[config.mk]
export PLATFORM = sky130hd
export DESIGN_NAME = tone_step_sequencer_unit
export DESIGN_NICKNAME = d
export VERILOG_FILES = /design/src/rtl/core/tss_pkg.sv /design/src/rtl/core/tone_step_sequencer_unit.sv
export VERILOG_INCLUDE_DIRS = /design/src /design/src/rtl/core
export SDC_FILE = /design/constraint.sdc
export NUM_CORES = 1
export LEC_CHECK = 0
export BUFFER_PORTS_ARGS = -buffer_cell sky130_fd_sc_hd__buf_2
export CAP_MARGIN = 20
export CORE_ASPECT_RATIO = 0.6
export CORE_MARGIN = 8
export CORE_UTILIZATION = 50
export DETAILED_ROUTE_END_ITERATION = 8
export GPL_TIMING_DRIVEN = 1
export PLACE_DENSITY_LB_ADDON = 0.05
export SYNTH_ARGS = -nofsm -noshare
export SYNTH_HDL_FRONTEND = slang
export SYNTH_SLANG_ARGS = --single-unit
[constraint.sdc]
create_clock -name clk_i -period 8.25 [get_ports clk_i]
set_clock_uncertainty 0.1 [all_clocks]
set_input_delay 2.475 -clock clk_i [delete_from_list [all_inputs] [get_ports clk_i]]
set_output_delay 2.475 -clock clk_i [all_outputs]
set_load 0.1 [all_outputs]
[src/rtl/core/tone_step_sequencer_unit_defines.svh]
// Assertion macros for the tone step sequencer.
// Used by rtl/core/tone_step_sequencer_unit.sv; needs clk_i and rst_ni in scope.
`ifndef TONE_STEP_SEQUENCER_UNIT_DEFINES_SVH
`define TONE_STEP_SEQUENCER_UNIT_DEFINES_SVH

// Same-cycle implication, checked out of reset.
`define TSS_ASSERT_NOW(lbl, ante, cons) \
  lbl: assert property (@(posedge clk_i) disable iff (!rst_ni) (ante) |-> (cons)) \
    else $error("tone step sequencer check failed");

// Next-cycle implication, checked out of reset.
`define TSS_ASSERT_NEXT(lbl, ante, cons) \
  lbl: assert property (@(posedge clk_i) disable iff (!rst_ni) (ante) |=> (cons)) \
    else $error("tone step sequencer check failed");

`endif

[src/rtl/core/tss_pkg.sv]
// Package for the tone step sequencer: field widths, sizes, command codes
// and the duration saturation helper. No dependencies.
`timescale 1ns / 1ps

package tss_pkg;

  localparam int unsigned STEP_DEPTH = 16;
  localparam int unsigned TIME_BITS  = 16;

  localparam int unsigned CMD_W   = 3;
  localparam int unsigned SLOT_W  = 4;
  localparam int unsigned HALF_W  = 16;
  localparam int unsigned LEN_W   = 16;
  localparam int unsigned COUNT_W = 5;
  localparam int unsigned STEP_W  = 4;

  localparam int unsigned POS_W   = (STEP_DEPTH > 1) ? $clog2(STEP_DEPTH) : 1;
  localparam int unsigned TOTAL_W = $clog2(STEP_DEPTH + 1);
  localparam int unsigned CMP_W   = TOTAL_W + 1;

  localparam logic [32:0] TIME_MAX = (33'd1 << TIME_BITS) - 33'd1;

  typedef enum logic [CMD_W-1:0] {
    CMD_TIMER_TICK = 3'd0,
    CMD_MS_TICK    = 3'd1,
    CMD_PLAY_TONE  = 3'd2,
    CMD_WRITE_STEP = 3'd3,
    CMD_START_SEQ  = 3'd4
  } tss_cmd_e;

  // Clamp a millisecond field to the duration counter range.
  function automatic logic [TIME_BITS-1:0] sat_time(input logic [LEN_W-1:0] v);
    logic [32:0] wide;
    wide = 33'(v);
    if (wide > TIME_MAX) return '1;
    return TIME_BITS'(wide);
  endfunction

endpackage

[src/rtl/core/tone_step_sequencer_unit.sv]
// Tone step sequencer: square-wave buzzer tones and stored step sequences.
// Depends on tss_pkg and tone_step_sequencer_unit_defines.svh.
`timescale 1ns / 1ps
`include "tone_step_sequencer_unit_defines.svh"

// Usage:
//   The input channel (in_valid_i / in_ready_o) carries one command beat:
//   timer tick, millisecond tick, play single tone, write step or start
//   sequence. Every beat produces exactly one status beat on the output
//   channel (out_valid_o / out_ready_i): pin level, tone flag, sequence
//   flag and current step index, all taken after the command is applied.
//   An accepted beat is captured in the input register, then applied to
//   the tone state as its status is written to the result register, once
//   that register is empty or being taken. Throughput is one beat per
//   cycle while the receiver takes status beats; each command needs only
//   counter compares and one read of the 16-entry step store, taken when
//   the beat is captured so that the step it may start is ready.
//   Reset clears the tone and sequence state and leaves both channels
//   empty; the step store is not cleared and must be written before use.
//   When the receiver stalls, the result register holds, the input
//   register fills, and in_ready_o drops until the status beat is taken.
module tone_step_sequencer_unit (
  input  logic                         clk_i,
  input  logic                         rst_ni,
  input  logic                         in_valid_i,
  output logic                         in_ready_o,
  input  logic [tss_pkg::CMD_W-1:0]    command_i,
  input  logic [tss_pkg::SLOT_W-1:0]   step_slot_i,
  input  logic [tss_pkg::HALF_W-1:0]   half_period_i,
  input  logic [tss_pkg::LEN_W-1:0]    tone_length_i,
  input  logic [tss_pkg::LEN_W-1:0]    pause_length_i,
  input  logic [tss_pkg::COUNT_W-1:0]  sequence_length_i,
  output logic                         out_valid_o,
  input  logic                         out_ready_i,
  output logic                         pin_level_o,
  output logic                         tone_on_o,
  output logic                         sequence_busy_o,
  output logic [tss_pkg::STEP_W-1:0]   step_now_o
);
  import tss_pkg::*;

  // input register
  logic                 in_valid_q;
  logic [CMD_W-1:0]     cmd_q;
  logic [SLOT_W-1:0]    slot_q;
  logic [HALF_W-1:0]    half_q;
  logic [LEN_W-1:0]     len_q;
  logic [LEN_W-1:0]     gap_q;
  logic [COUNT_W-1:0]   count_q;
  logic [HALF_W-1:0]    rd_per_q;
  logic [LEN_W-1:0]     rd_len_q;
  logic [LEN_W-1:0]     rd_gap_q;

  // result register
  logic                 out_valid_q;
  logic                 pin_q;
  logic                 tone_q;
  logic                 busy_q;
  logic [STEP_W-1:0]    step_q;

  // tone and sequence state
  logic                 level_q, level_d;
  logic                 sounding_q, sounding_d;
  logic [HALF_W-1:0]    toggle_cnt_q, toggle_cnt_d;
  logic [HALF_W-1:0]    toggle_lim_q, toggle_lim_d;
  logic [TIME_BITS-1:0] time_left_q, time_left_d;
  logic [TIME_BITS-1:0] pause_after_q, pause_after_d;
  logic                 seq_active_q, seq_active_d;
  logic                 in_pause_q, in_pause_d;
  logic [TIME_BITS-1:0] pause_left_q, pause_left_d;
  logic [POS_W-1:0]     pos_q, pos_d;
  logic [TOTAL_W-1:0]   total_q, total_d;

  // step store, undefined until written
  logic [HALF_W-1:0]    per_mem [STEP_DEPTH];
  logic [LEN_W-1:0]     len_mem [STEP_DEPTH];
  logic [LEN_W-1:0]     gap_mem [STEP_DEPTH];

  logic                 process;
  logic [POS_W-1:0]     pos_inc;
  logic [POS_W-1:0]     pos_now;
  logic [POS_W-1:0]     rd_idx;
  logic                 rd_fwd;
  logic                 last_step;
  logic                 store_we;
  logic [HALF_W:0]      toggle_inc;
  logic [TIME_BITS-1:0] time_dec;
  logic [TIME_BITS-1:0] pause_dec;

  logic                 begin_req;
  logic [HALF_W-1:0]    begin_per;
  logic [LEN_W-1:0]     begin_len;
  logic [LEN_W-1:0]     begin_gap;

  assign process    = in_valid_q && (!out_valid_q || out_ready_i);
  assign in_ready_o = !in_valid_q || process;

  assign pos_inc    = pos_q + POS_W'(1);
  assign last_step  = (CMP_W'(pos_q) + CMP_W'(1)) >= CMP_W'(total_q);
  // position the incoming beat will see once the beat ahead of it is applied
  assign pos_now    = process ? pos_d : pos_q;
  assign rd_idx     = (command_i == CMD_START_SEQ) ? '0 : pos_now + POS_W'(1);
  assign store_we   = process && (cmd_q == CMD_WRITE_STEP) && (32'(slot_q) < STEP_DEPTH);
  assign rd_fwd     = store_we && (POS_W'(slot_q) == rd_idx);
  assign toggle_inc = {1'b0, toggle_cnt_q} + (HALF_W + 1)'(1);
  assign time_dec   = (time_left_q != '0) ? time_left_q - TIME_BITS'(1) : time_left_q;
  assign pause_dec  = (pause_left_q != '0) ? pause_left_q - TIME_BITS'(1) : pause_left_q;

  always_comb begin
    level_d       = level_q;
    sounding_d    = sounding_q;
    toggle_cnt_d  = toggle_cnt_q;
    toggle_lim_d  = toggle_lim_q;
    time_left_d   = time_left_q;
    pause_after_d = pause_after_q;
    seq_active_d  = seq_active_q;
    in_pause_d    = in_pause_q;
    pause_left_d  = pause_left_q;
    pos_d         = pos_q;
    total_d       = total_q;
    begin_req     = 1'b0;
    begin_per     = rd_per_q;
    begin_len     = rd_len_q;
    begin_gap     = rd_gap_q;

    case (cmd_q)
      CMD_TIMER_TICK: begin
        if (sounding_q) begin
          if (toggle_inc >= {1'b0, toggle_lim_q}) begin
            level_d      = !level_q;
            toggle_cnt_d = '0;
          end else begin
            toggle_cnt_d = toggle_inc[HALF_W-1:0];
          end
        end
      end
      CMD_MS_TICK: begin
        if (sounding_q) begin
          time_left_d = time_dec;
          if (time_dec == '0) begin
            // tone over: silence, then gap, advance or end a running sequence
            sounding_d    = 1'b0;
            level_d       = 1'b0;
            toggle_cnt_d  = '0;
            time_left_d   = '0;
            pause_after_d = '0;
            if (seq_active_q) begin
              if (pause_after_q != '0) begin
                in_pause_d   = 1'b1;
                pause_left_d = pause_after_q;
              end else if (last_step) begin
                seq_active_d = 1'b0;
                in_pause_d   = 1'b0;
              end else begin
                pos_d     = pos_inc;
                begin_req = 1'b1;
              end
            end
          end
        end else if (seq_active_q && in_pause_q) begin
          pause_left_d = pause_dec;
          if (pause_dec == '0) begin
            in_pause_d = 1'b0;
            if (last_step) begin
              seq_active_d = 1'b0;
            end else begin
              pos_d     = pos_inc;
              begin_req = 1'b1;
            end
          end
        end
      end
      CMD_PLAY_TONE: begin
        seq_active_d = 1'b0;
        in_pause_d   = 1'b0;
        pause_left_d = '0;
        begin_req    = 1'b1;
        begin_per    = half_q;
        begin_len    = len_q;
        begin_gap    = '0;
      end
      CMD_START_SEQ: begin
        if (count_q != '0) begin
          sounding_d    = 1'b0;
          level_d       = 1'b0;
          toggle_cnt_d  = '0;
          time_left_d   = '0;
          pause_after_d = '0;
          total_d       = (32'(count_q) > STEP_DEPTH) ? TOTAL_W'(STEP_DEPTH)
                                                       : TOTAL_W'(count_q);
          pos_d         = '0;
          seq_active_d  = 1'b1;
          in_pause_d    = 1'b0;
          pause_left_d  = '0;
          begin_req     = 1'b1;
        end
      end
      default: begin
      end
    endcase

    if (begin_req) begin
      if (begin_per == '0 || begin_len == '0) begin
        // empty step: stop the tone and drop the sequence
        sounding_d    = 1'b0;
        level_d       = 1'b0;
        toggle_cnt_d  = '0;
        time_left_d   = '0;
        pause_after_d = '0;
        seq_active_d  = 1'b0;
        in_pause_d    = 1'b0;
      end else begin
        level_d       = 1'b0;
        toggle_cnt_d  = '0;
        toggle_lim_d  = begin_per;
        time_left_d   = sat_time(begin_len);
        pause_after_d = sat_time(begin_gap);
        sounding_d    = 1'b1;
      end
    end
  end

  always_ff @(posedge clk_i or negedge rst_ni) begin
    if (!rst_ni) begin
      in_valid_q <= 1'b0;
    end else if (in_ready_o) begin
      in_valid_q <= in_valid_i;
    end
  end

  always_ff @(posedge clk_i) begin
    if (in_valid_i && in_ready_o) begin
      cmd_q   <= command_i;
      slot_q  <= step_slot_i;
      half_q  <= half_period_i;
      len_q   <= tone_length_i;
      gap_q   <= pause_length_i;
      count_q <= sequence_length_i;
      // fetch the step this beat may start; take a write landing on it now
      if (rd_fwd) begin
        rd_per_q <= half_q;
        rd_len_q <= len_q;
        rd_gap_q <= gap_q;
      end else begin
        rd_per_q <= per_mem[rd_idx];
        rd_len_q <= len_mem[rd_idx];
        rd_gap_q <= gap_mem[rd_idx];
      end
    end
  end

  always_ff @(posedge clk_i) begin
    if (store_we) begin
      per_mem[POS_W'(slot_q)] <= half_q;
      len_mem[POS_W'(slot_q)] <= len_q;
      gap_mem[POS_W'(slot_q)] <= gap_q;
    end
  end

  always_ff @(posedge clk_i or negedge rst_ni) begin
    if (!rst_ni) begin
      level_q       <= 1'b0;
      sounding_q    <= 1'b0;
      toggle_cnt_q  <= '0;
      toggle_lim_q  <= '0;
      time_left_q   <= '0;
      pause_after_q <= '0;
      seq_active_q  <= 1'b0;
      in_pause_q    <= 1'b0;
      pause_left_q  <= '0;
      pos_q         <= '0;
      total_q       <= '0;
    end else if (process) begin
      level_q       <= level_d;
      sounding_q    <= sounding_d;
      toggle_cnt_q  <= toggle_cnt_d;
      toggle_lim_q  <= toggle_lim_d;
      time_left_q   <= time_left_d;
      pause_after_q <= pause_after_d;
      seq_active_q  <= seq_active_d;
      in_pause_q    <= in_pause_d;
      pause_left_q  <= pause_left_d;
      pos_q         <= pos_d;
      total_q       <= total_d;
    end
  end

  always_ff @(posedge clk_i or negedge rst_ni) begin
    if (!rst_ni) begin
      out_valid_q <= 1'b0;
    end else if (process) begin
      out_valid_q <= 1'b1;
    end else if (out_ready_i) begin
      out_valid_q <= 1'b0;
    end
  end

  always_ff @(posedge clk_i) begin
    if (process) begin
      pin_q  <= level_d;
      tone_q <= sounding_d;
      busy_q <= seq_active_d;
      step_q <= STEP_W'(pos_d);
    end
  end

  assign out_valid_o     = out_valid_q;
  assign pin_level_o     = pin_q;
  assign tone_on_o       = tone_q;
  assign sequence_busy_o = busy_q;
  assign step_now_o      = step_q;

  `TSS_ASSERT_NOW(a_sound_has_period, sounding_q, toggle_lim_q != '0)
  `TSS_ASSERT_NOW(a_sound_has_time, sounding_q, time_left_q != '0)
  `TSS_ASSERT_NOW(a_pause_silent, in_pause_q, seq_active_q && !sounding_q)
  `TSS_ASSERT_NOW(a_pos_in_range, seq_active_q, CMP_W'(pos_q) < CMP_W'(total_q))
  `TSS_ASSERT_NEXT(a_beat_yields_result, process, out_valid_q)

endmodule

-- Word level (Yosys, flattened, before mapping)
Memories as Yosys holds them, arrays and structs flattened. A register that Yosys moved wholly into a read port is not among the register bits.
Cells that the tools add are included.
- flip-flop bits (word level): 162
- RAM bits: 768
- input bits: 64
- output and inout port bits: 9
- word-level logic and storage cells: 165
- memories kept: 3
- memories (memory ; depth ; width ; rd ports ; clocked after Yosys merged registers in ; wr ports ; line ; source):
    gap_mem ; 16 ; 16 ; 1 ; 1 ; 1 ; tone_step_sequencer_unit.sv:77 ; logic [LEN_W-1:0] gap_mem [STEP_DEPTH];
    len_mem ; 16 ; 16 ; 1 ; 1 ; 1 ; tone_step_sequencer_unit.sv:76 ; logic [LEN_W-1:0] len_mem [STEP_DEPTH];
    per_mem ; 16 ; 16 ; 1 ; 1 ; 1 ; tone_step_sequencer_unit.sv:75 ; logic [HALF_W-1:0] per_mem [STEP_DEPTH];
- $add $sub $neg: 6
- order comparisons: 3
- eq/ne operators: 14
- muxes and demuxes: 86
- bitwise operators: 1
- reductions and logical operators: 29
- operators with widths (kind ; number):
    2-to-1 mux 16 bit ; 22
    case mux 16 bit (3 select lines) ; 2
    zero test 16 bit ; 4
    case mux 16 bit (2 select lines) ; 2
    nonzero test 16 bit ; 3
    2-to-1 mux 1 bit ; 43
    2-to-1 mux 4 bit ; 10
    subtractor 16 x 1 -> 16 bit, second input constant ; 2
    != test 3 bit, second input constant ; 8
    adder 16 x 1 -> 17 bit, second input constant ; 1
    >= comparator 17 x 16 -> 1 bit ; 1
    case mux 1 bit (3 select lines) ; 4
    adder 4 x 1 -> 4 bit, second input constant ; 2
    case mux 4 bit (2 select lines) ; 1
    AND reduction 7 bit ; 1
    equality test 3 x 2 -> 1 bit, second input constant ; 2
    equality test 3 bit, second input constant ; 2
    AND reduction 3 bit ; 2
    AND reduction 6 bit ; 1
    nonzero test 3 bit ; 2
    adder 4 x 1 -> 5 bit, second input constant ; 1
    >= comparator 5 bit ; 1
    > comparator 5 bit, second input constant ; 1
    2-to-1 mux 5 bit ; 1
    other kinds (13) ; 20

-- Logic depth before layout (Yosys ltp)
Gate-level depths: netlist (run 1).
- depth after elaboration: 11
- depth in mapped cells: 26
- mapped depth without buffers: 19

-- Worst setup path before layout (run 1)
Ideal clock, no wire load.
- path kind: input to register
- from: in out_ready_i
- to: mem gap_mem[0][0] (enable)
- setup time: 0.513 ns
- arrival: 6.794 ns
- data required time: 7.637 ns
- slack: 0.843 ns
- stages on the path: 6
- buffers on the path: 0
- path through: nand2b_1 nand2_1 clkinv_1 nand3_1 or3_1 nor3_1
- cells in the longest elaborated chain, start to end: 5
- RTL lines (element ; line ; source):
    from (decl) ; tone_step_sequencer_unit.sv:34 ; input logic out_ready_i,
    logical OR 1 bit ; tone_step_sequencer_unit.sv:95 ; assign process = in_valid_q && (!out_valid_q || out_ready_i);
    logical AND 1 bit ; tone_step_sequencer_unit.sv:95 ;
    named net process ; tone_step_sequencer_unit.sv:79 ; logic process;
    logical AND 1 bit ; tone_step_sequencer_unit.sv:103 ; assign store_we = process && (cmd_q == CMD_WRITE_STEP) && (32'(slot_q) < STEP_DEPTH);
    2-to-1 mux 1 bit ; tone_step_sequencer_unit.sv:253 ; if (store_we) begin
    2-to-1 mux 1 bit (implied by the code) ; tone_step_sequencer_unit.sv:256 ; gap_mem[POS_W'(slot_q)] <= gap_q;
    to (decl) ; tone_step_sequencer_unit.sv:77 ;
The timed path passes the listed nets, and every way through them passes these cells.

-- Final worst setup path (run 1)
- from: reg pause_left_q[0]
- to: reg rd_gap_q[8], read port of gap_mem (data pin)
- cells in the longest elaborated chain, start to end: 10
- elaborated cells between the ends (all ways): 11
- those cells by class: add/sub: 2; mux: 7; reduce/logical: 2
- RTL lines (element ; line ; source):
    from (decl) ; tone_step_sequencer_unit.sv:70 ; logic [TIME_BITS-1:0] pause_left_q, pause_left_d;
    from (signal assigned) ; tone_step_sequencer_unit.sv:282 ; pause_left_q <= pause_left_d;
    subtractor 16 x 1 -> 16 bit / nonzero test 16 bit (equally long branches) ; tone_step_sequencer_unit.sv:107 ; assign pause_dec = (pause_left_q != '0) ? pause_left_q - TIME_BITS'(1) : pause_left_q;
    2-to-1 mux 16 bit (*) ; tone_step_sequencer_unit.sv:107 ;
    zero test 16 bit (*) ; tone_step_sequencer_unit.sv:162 ; if (pause_dec == '0) begin
    2-to-1 mux 4 bit (*) ; tone_step_sequencer_unit.sv:162 ;
    2-to-1 mux 4 bit (*) ; tone_step_sequencer_unit.sv:160 ; end else if (seq_active_q && in_pause_q) begin
    2-to-1 mux 4 bit (*) ; tone_step_sequencer_unit.sv:138 ; if (sounding_q) begin
    case mux 4 bit (2 select lines) (*) ; tone_step_sequencer_unit.sv:126 ; case (cmd_q)
    2-to-1 mux 4 bit (*) ; - ;
    adder 4 x 1 -> 4 bit (*) ; tone_step_sequencer_unit.sv:102 ; assign rd_idx = (command_i == CMD_START_SEQ) ? '0 : pos_now + POS_W'(1);
    2-to-1 mux 4 bit (*) ; tone_step_sequencer_unit.sv:102 ;
    to (decl) ; tone_step_sequencer_unit.sv:52 ; logic [LEN_W-1:0] rd_gap_q;
Mark *: on every way between the ends. The rest lies on a longest branch, timed or not.
A chain may end at the register's enable or synchronous reset.

==> results of run 1 <==
path summary, 6_finish.rpt:
path	from	endpoint	slack, ns	depth (start not counted)
setup / recovery	pause_left_q[0]	rd_gap_q[8]	1.37	18
hold / removal	toggle_cnt_q[14]	toggle_cnt_q[14]	0.38	2
setup reg to reg	pause_left_q[0]	rd_gap_q[8]	1.37	18
hold reg to reg	toggle_cnt_q[14]	toggle_cnt_q[14]	0.38	2
max in group asynchronous	rst_ni	toggle_lim_q[8]	5.19	2
min in group asynchronous	rst_ni	time_left_q[13]	1.64	1
state kept, by name (all words and copies together), names as in the netlist, 3 cells and up:
name,cells
cmd_q,3
count_q,5
gap_mem,256
gap_q,16
half_q,16
len_mem,256
len_q,16
pause_after_q,16
pause_left_q,16
per_mem,256
pos_q,4
rd_gap_q,16
rd_len_q,16
rd_per_q,16
slot_q,4
step_now_o,4
time_left_q,16
toggle_cnt_q,16
toggle_lim_q,16
total_q,5
cells by family (layout without fill, tap and decap cells):
family	Yosys count	after routing	synth area share (%)
flip-flops	978	978	71.9
AND/OR/NAND/NOR	548	548	7.11
AO/OA/AOI/OAI	761	761	13.8
adder cells (fa/ha/maj)	26	26	0.809
buffers and inverters	229	367	2.45
XOR/XNOR	21	21	0.458
multiplexers	139	139	3.51
cell usage after synthesis, types with 35 or more instances:
library cell / instances
a22oi_1: 189
mux2i_1: 133
nand4_1: 65
nor2_1: 89
inv_1: 39
buf_2: 35
nand3_1: 116
o221ai_1: 142
dfrtp_1: 95
o21ai_0: 121
nand2_1: 106
o31ai_1: 43
edfxtp_1: 883
o211ai_1: 49
clkbuf_1: 130
a21oi_1: 82
final cells by class:
cell class	instances	area, um^2	area share, %
Clock buffer	110	2400	5.33
Clock inverter	58	626	1.39
Inverter	40	155	0.345
Multi-Input combinational cell	1495	10500	23.4
Sequential cell	978	28900	64.2
Tap cell	1066	1330	2.96
Timing Repair Buffer	159	1090	2.42
power by group:
part | internal (mW) | total [mW] | leakage, nW | switching, mW
registers | 5.58 | 5.86 | 9.26 | 0.284
logic | 0.440 | 1.20 | 3.82 | 0.758
clock network | 2.41 | 4.29 | 1.47 | 1.88
per-layer routing:
metal / up-vias / part of all wire, % / wire length (um)
li1: 11100 / - / -
met1: 12900 / 45 / 52000
met2: 1228 / 42 / 48200
met3: 146 / 11 / 12500
met4: 0 / 1.8 / 2030
met5: - / 0 / 0
worst max-delay path: stages (launching register included):
cell and delay [ns]:
dfrtp_1 0.46, inv_1 0.11, ha_1 0.24, nor3b_2 0.50, and2_1 0.33, a21oi_1 0.13
or4bb_1 0.60, nor4_1 0.62, a21oi_2 0.17, or3_1 0.43, and2_4 0.29, inv_6 0.13
buf_12 0.62, nor2_4 0.37, buf_4 0.33, a22oi_1 0.21, nand3_1 0.09, o21ai_0 0.56
o31ai_1 0.14
==> key figures, run 1 <==
STA
  • Unrepaired setup endpoints after global routing: false
  • Relative slew slack: 22.9%
  • Minimum hold slack: between 0.3 and 0.4 ns
  • Fin Setup TNS: 0 ns
  • Tcrit/Tclk final: a little over four fifths
  • Final worst slack: roughly 1.4 ns
  • Fin. Hold Viols: 0
  • Max Fclk: roughly 150 MHz
  • Slew Viols, Final: 0
  • Worst Max-Slew Pin Slew: 1.15 ns
  • Setup violators final: 0
  • Post-layout min period: roughly 7 ns

Floorplanning
  • Initial Util: about half
  • Die width: about 380 um
  • Die footprint: between 90000 and 100000 um^2
  • Die height: 236 um
  • CORE AREA: between 70000 and 80000 um^2
  • Row cnt: 80
  • Number of I/O pins: 73

GRT
  • Initial antenna violation count: 8
  • Vias in the first global route: ~25000
  • M2 GR Usage: 34.6%
  • Routing usage on met3: under 10%
  • Met1 Usage GRT: about two fifths
  • GRT busiest layer: met1
  • Largest net degree at the start of global routing: ~110
  • Gr ovfl total: 0
  • Overall routing resource usage: 24.9%
  • First-pass GRT wire length: around 170 mm

Pwr
  • Worst IR Drop VDD: between 0.00015 and 0.0002 V
  • PwrDens: between 200 and 300 nW/um^2
  • Pwr Total: 11.4 mW
  • Leak Pwr: 14.6 nW

CTS
  • CTS root buf: clkbuf_16
  • Post-CTS Setup Inserts: 0
  • CTS Buffer Depth: 3
  • TritonCTS Sinks: roughly 980
  • Post-cts gate resize count: 0
  • CTS tree: built
  • Hold_buf cts: 0
  • Clk Latency, worst-skew pair: 0.69 ns
  • H-tree Lvls: 3
  • Total CTS buffers: 91
  • Worst-path clk slew: roughly 0.060 ns

Logic synthesis
  • Dominant synthesized flop cell: edfxtp_1
  • Seq/Total Area, Yosys: 71.9%
  • Synth top area cells: edfxtp_1, dfrtp_1, a22oi_1
  • Synth Cell Area: around 40000 um^2
  • Yosys warns: 0
  • Avg Inst Size Synth: 14.9 um^2
  • Yosys top cell area share: 66.0%
  • Largest area contributor in the netlist: edfxtp_1
  • Fraction of registers with async set/reset: under 10%
  • Seq cells post-synth: 978
  • Number of synthesized flops with an enable pin: 883
  • Syn Inst Count: between 2000 and 3000
  • Mapped Nets: approximately 2800
  • Synth unique cells: 79

Finish
  • Layout Nets: between 2000 and 3000
  • Final instance area: about 45000 um^2
  • Post-layout util: between 50% and 60%
  • Area growth syn-to-layout: 12.0%
  • Non-Filler Instances: slightly below 4000
  • Diodes inserted: 0
  • Filler cells: around 6300
  • Most frequent cells in the layout: edfxtp_1, a22oi_1, o221ai_1
  • Share of layout cells above drive strength 1: about an eighth
  • Most common cell after layout, fill and taps aside: edfxtp_1

Worst setup path
  • Startpoint Class: flip-flop
  • Critical path class: flip-flop to flip-flop
  • CP endpoint kind: flip-flop
  • CP Data Required Time: roughly 8.6 ns
  • Worst path arrival time: slightly above 7 ns
  • Critical Path Fanout Max: ~100

Drt
  • First drt pass iteration count: 5
  • DR DRC count: 0
  • Initial DRC Count: around 2800
  • DR vias: 25400
  • Post-DR vias/cell: between 6 and 7
  • Residual antenna-violating net count after detailed routing: 0
  • Total wire length: around 110 mm
  • Wire per inst: 29.4 um

Placed design
  • Cell Area, Placed: 42000 um^2
  • GP Congestion: roughly 0.82
  • # port buffers: roughly 70
  • Placed insts: about 3700
  • DP Wirelength: around 67 mm
  • Pre-CTS setup slack: roughly 0.99 ns

Worst hold path
  • Class of the worst hold path: flip-flop to flip-flop

Status
  • Status: complete, no violations

Flow run
  • Max-cap violations: 0
Power figures use the tool's default switching activity.
==> run 2, diff against run 1 <==
==> constraint.sdc (replaced) <==
create_clock -name clk_i -period 6.51 [get_ports clk_i]
set_clock_uncertainty 0.1 [all_clocks]
set_input_delay 1.953 -clock clk_i [delete_from_list [all_inputs] [get_ports clk_i]]
set_output_delay 1.953 -clock clk_i [all_outputs]
set_load 0.1 [all_outputs]
==> key figures, run 2 (synthesis gave the netlist of run 1 again) <==
Finish
  • Most common cell after layout, fill and taps aside: edfxtp_1
  • Post-layout util: 57.1% (+0.52 points)
  • Multi-input gate area: 10600 um^2 (+0.30%)
  • Largest regs: gap_mem x256, len_mem x256, per_mem x256
  • Most frequent cells in the layout: edfxtp_1, a22oi_1, o221ai_1
  • Register area: 28900 um^2 (unchanged)
  • Filler cells: 6251 (-1.4%)
  • Layout Nets: 2852 (-0.11%)
  • Share of layout cells above drive strength 1: 13.5% (+0.26 points)
  • Area growth syn-to-layout: 13.0%

GRT
  • GRT busiest layer: met1
  • M2 GR Usage: 35.6% (+0.99 points)
  • Gr ovfl total: 0 (unchanged)
  • First-pass GRT wire length: 171 mm (+1.2%)
  • Met1 Usage GRT: 39.0% (+0.72 points)
  • Routing usage on met3: 7.08% (-0.53 points)
  • Overall routing resource usage: 25.4% (+0.51 points)
  • Largest net degree at the start of global routing: 109 (unchanged)
  • Initial antenna violation count: 2 (-6)
  • Vias in the first global route: 24400 (-0.55%)

Floorplanning
  • Number of I/O pins: 73 (unchanged)
  • CORE AREA: 79600 um^2 (unchanged)
  • Die height: 236 um (unchanged)
  • Die width: 382 um (unchanged)
  • Initial Util: 50.5% (unchanged)
  • Row cnt: 80 (unchanged)
  • Die footprint: 90000 um^2 (unchanged)

CTS
  • TritonCTS Sinks: 978 (unchanged)
  • Worst-path clk slew: 0.07 ns (about the same)
  • CTS tree: built
  • Clk Latency, worst-skew pair: 0.69 ns (about the same)
  • CTS root buf: clkbuf_16
  • CTS Buffer Depth: 3 (unchanged)
  • Total CTS buffers: 91 (unchanged)
  • H-tree Lvls: 3 (unchanged)

Placed design
  • DP Wirelength: 68.1 mm (+1.8%)
  • # port buffers: 72 (unchanged)
  • GP Congestion: 0.859 (+5.3%)
  • Pre-CTS setup slack: 0.398 ns (-0.597 ns)

STA
  • Unrepaired setup endpoints after global routing: false
  • Post-layout min period: 6.05 ns (-0.826 ns)
  • Worst Max-Slew Pin Slew: 1.11 ns (-0.0402 ns)
  • Setup violators final: 0 (unchanged)
  • Relative slew slack: 25.8% (+3.0 points)
  • Fin. Hold Viols: 0 (unchanged)
  • Final worst slack: 0.458 ns (-0.914 ns)
  • Slew Viols, Final: 0 (unchanged)
  • Fin Setup TNS: 0 ns (unchanged)
  • Max Fclk: 165 MHz (+14%)
  • Tcrit/Tclk final: 93.0% (+9.6 points)

Worst setup path
  • Critical path class: flip-flop to flip-flop
  • CP endpoint kind: flip-flop
  • Worst path arrival time: 6.38 ns (-0.80 ns)
  • Startpoint Class: flip-flop
  • Critical Path Fanout Max: 43 (-57%)
  • CP Data Required Time: 6.84 ns (-1.71 ns)

Pwr
  • Psw: 3.74 mW (+28%)
  • Clk pwr share: 38.7% (+0.9 points)
  • Pwr Total: 14.7 mW (+29%)
  • Switch share: 25.5% (-0.27 points)
  • Worst IR Drop VDD: 0.000214 V (+15%)
  • Combinational power share: 10.6% (about the same)
  • Internal Pwr Total: 10.9 mW (+30%)
  • PwrDens: 323 nW/um^2 (+28%)
  • Register share of total power: 50.7% (-0.9 points)
  • Leak Pwr: 14.7 nW (+1.1%)

Drt
  • Post-DR vias/cell: 6.48 (about the same)
  • Total wire length: 117 mm (+1.7%)
  • DR DRC count: 0 (unchanged)
  • Wire per inst: 29.9 um (+1.8%)
  • Initial DRC Count: 2711 (-3.5%)
  • Residual antenna-violating net count after detailed routing: 0 (unchanged)
  • DR vias: 25300 (-0.12%)
  • First drt pass iteration count: 6 (+1)

Flow run
  • Max-cap violations: 0 (unchanged)

Status
  • Status: complete, no violations

Worst hold path
  • Class of the worst hold path: flip-flop to flip-flop
-- run 2: cell count changes in the layout (fill, tap and decap cells not counted), sizes merged --
cell,change
bufinv,+3
diode,+1
clkinvlp,-1
clkbuf,+3
clkinv,-8
buf,-3
inv,+4
-- run 2: area by class of cell --
type,instances,area share (%)
multi-input cells,1495,23.2
clock buffers,113,5.54
diodes,1,0.00551
flip-flops and latches,978,63.6
well taps,1066,2.94
repair buffers,156,2.86
inverters,40,0.342
clock inverters,56,1.50
-- run 2: critical path: stages, from the launching register on --
cell       delay [ns]
dfrtp_1          0.45
inv_1            0.11
ha_1             0.24
nor3b_4          0.41
nand4_1          0.23
a2bb2oi_1        0.21
or4b_1           0.60
nor4_1           0.49
a21oi_2          0.15
or3_1            0.41
and2_4           0.20
inv_6            0.08
ha_4             0.33
nand2_4          0.13
buf_4            0.53
buf_4            0.45
o221ai_1         0.20
a21oi_1          0.30
o31ai_1          0.12
-- run 2: path summary, 6_finish.rpt --
kind / depth (start not counted) / from / end / slack [ns]
worst min-delay path: 2 / toggle_lim_q[13] / toggle_lim_q[13] / 0.38
worst max-delay path: 18 / pause_left_q[0] / rd_len_q[3] / 0.46
max in group asynchronous: 2 / rst_ni / pause_left_q[0] / 3.98
worst max register to register: 18 / pause_left_q[0] / rd_len_q[3] / 0.46
min in group asynchronous: 1 / rst_ni / pause_left_q[2] / 1.19
worst min register to register: 2 / toggle_lim_q[13] / toggle_lim_q[13] / 0.38
-- run 2: timing repair --
action / in CTS / in global routing
hold buffers: 0 / 0
gates resized for setup: 0 / 1
endpoints found under the setup margin: 0 / 16
buffers inserted: 0 / 0
-- run 2: power by group through the flow --
stage                     Sequential, mW  Clock (mW)  Combinational [mW]
after floorplan                     7.43           0                1.09
after global placement              7.54           0                1.54
after detailed placement            7.56           0                1.53
after CTS                           7.42        5.77                1.54
after global routing                7.47        5.99                1.74
final                               7.43        5.68                1.56
-- run 2: layer usage --
metal	share of wire, %	routed length (um)
met5	0	0
met4	2.2	2540
met3	10	12000
met2	42	48800
met1	46	53400
-- run 2: through the flow --
step           std cells  hold slack (ns)  area (um^2)
2_1_floorplan       2702            0.339        40200
3_3_place_gp        3734            0.353        42200
3_5_place_dp        3735            0.367        42200
4_1_cts             3904            0.382        45400
5_1_grt             3904            0.415        45400
6_report            3905            0.378        45400
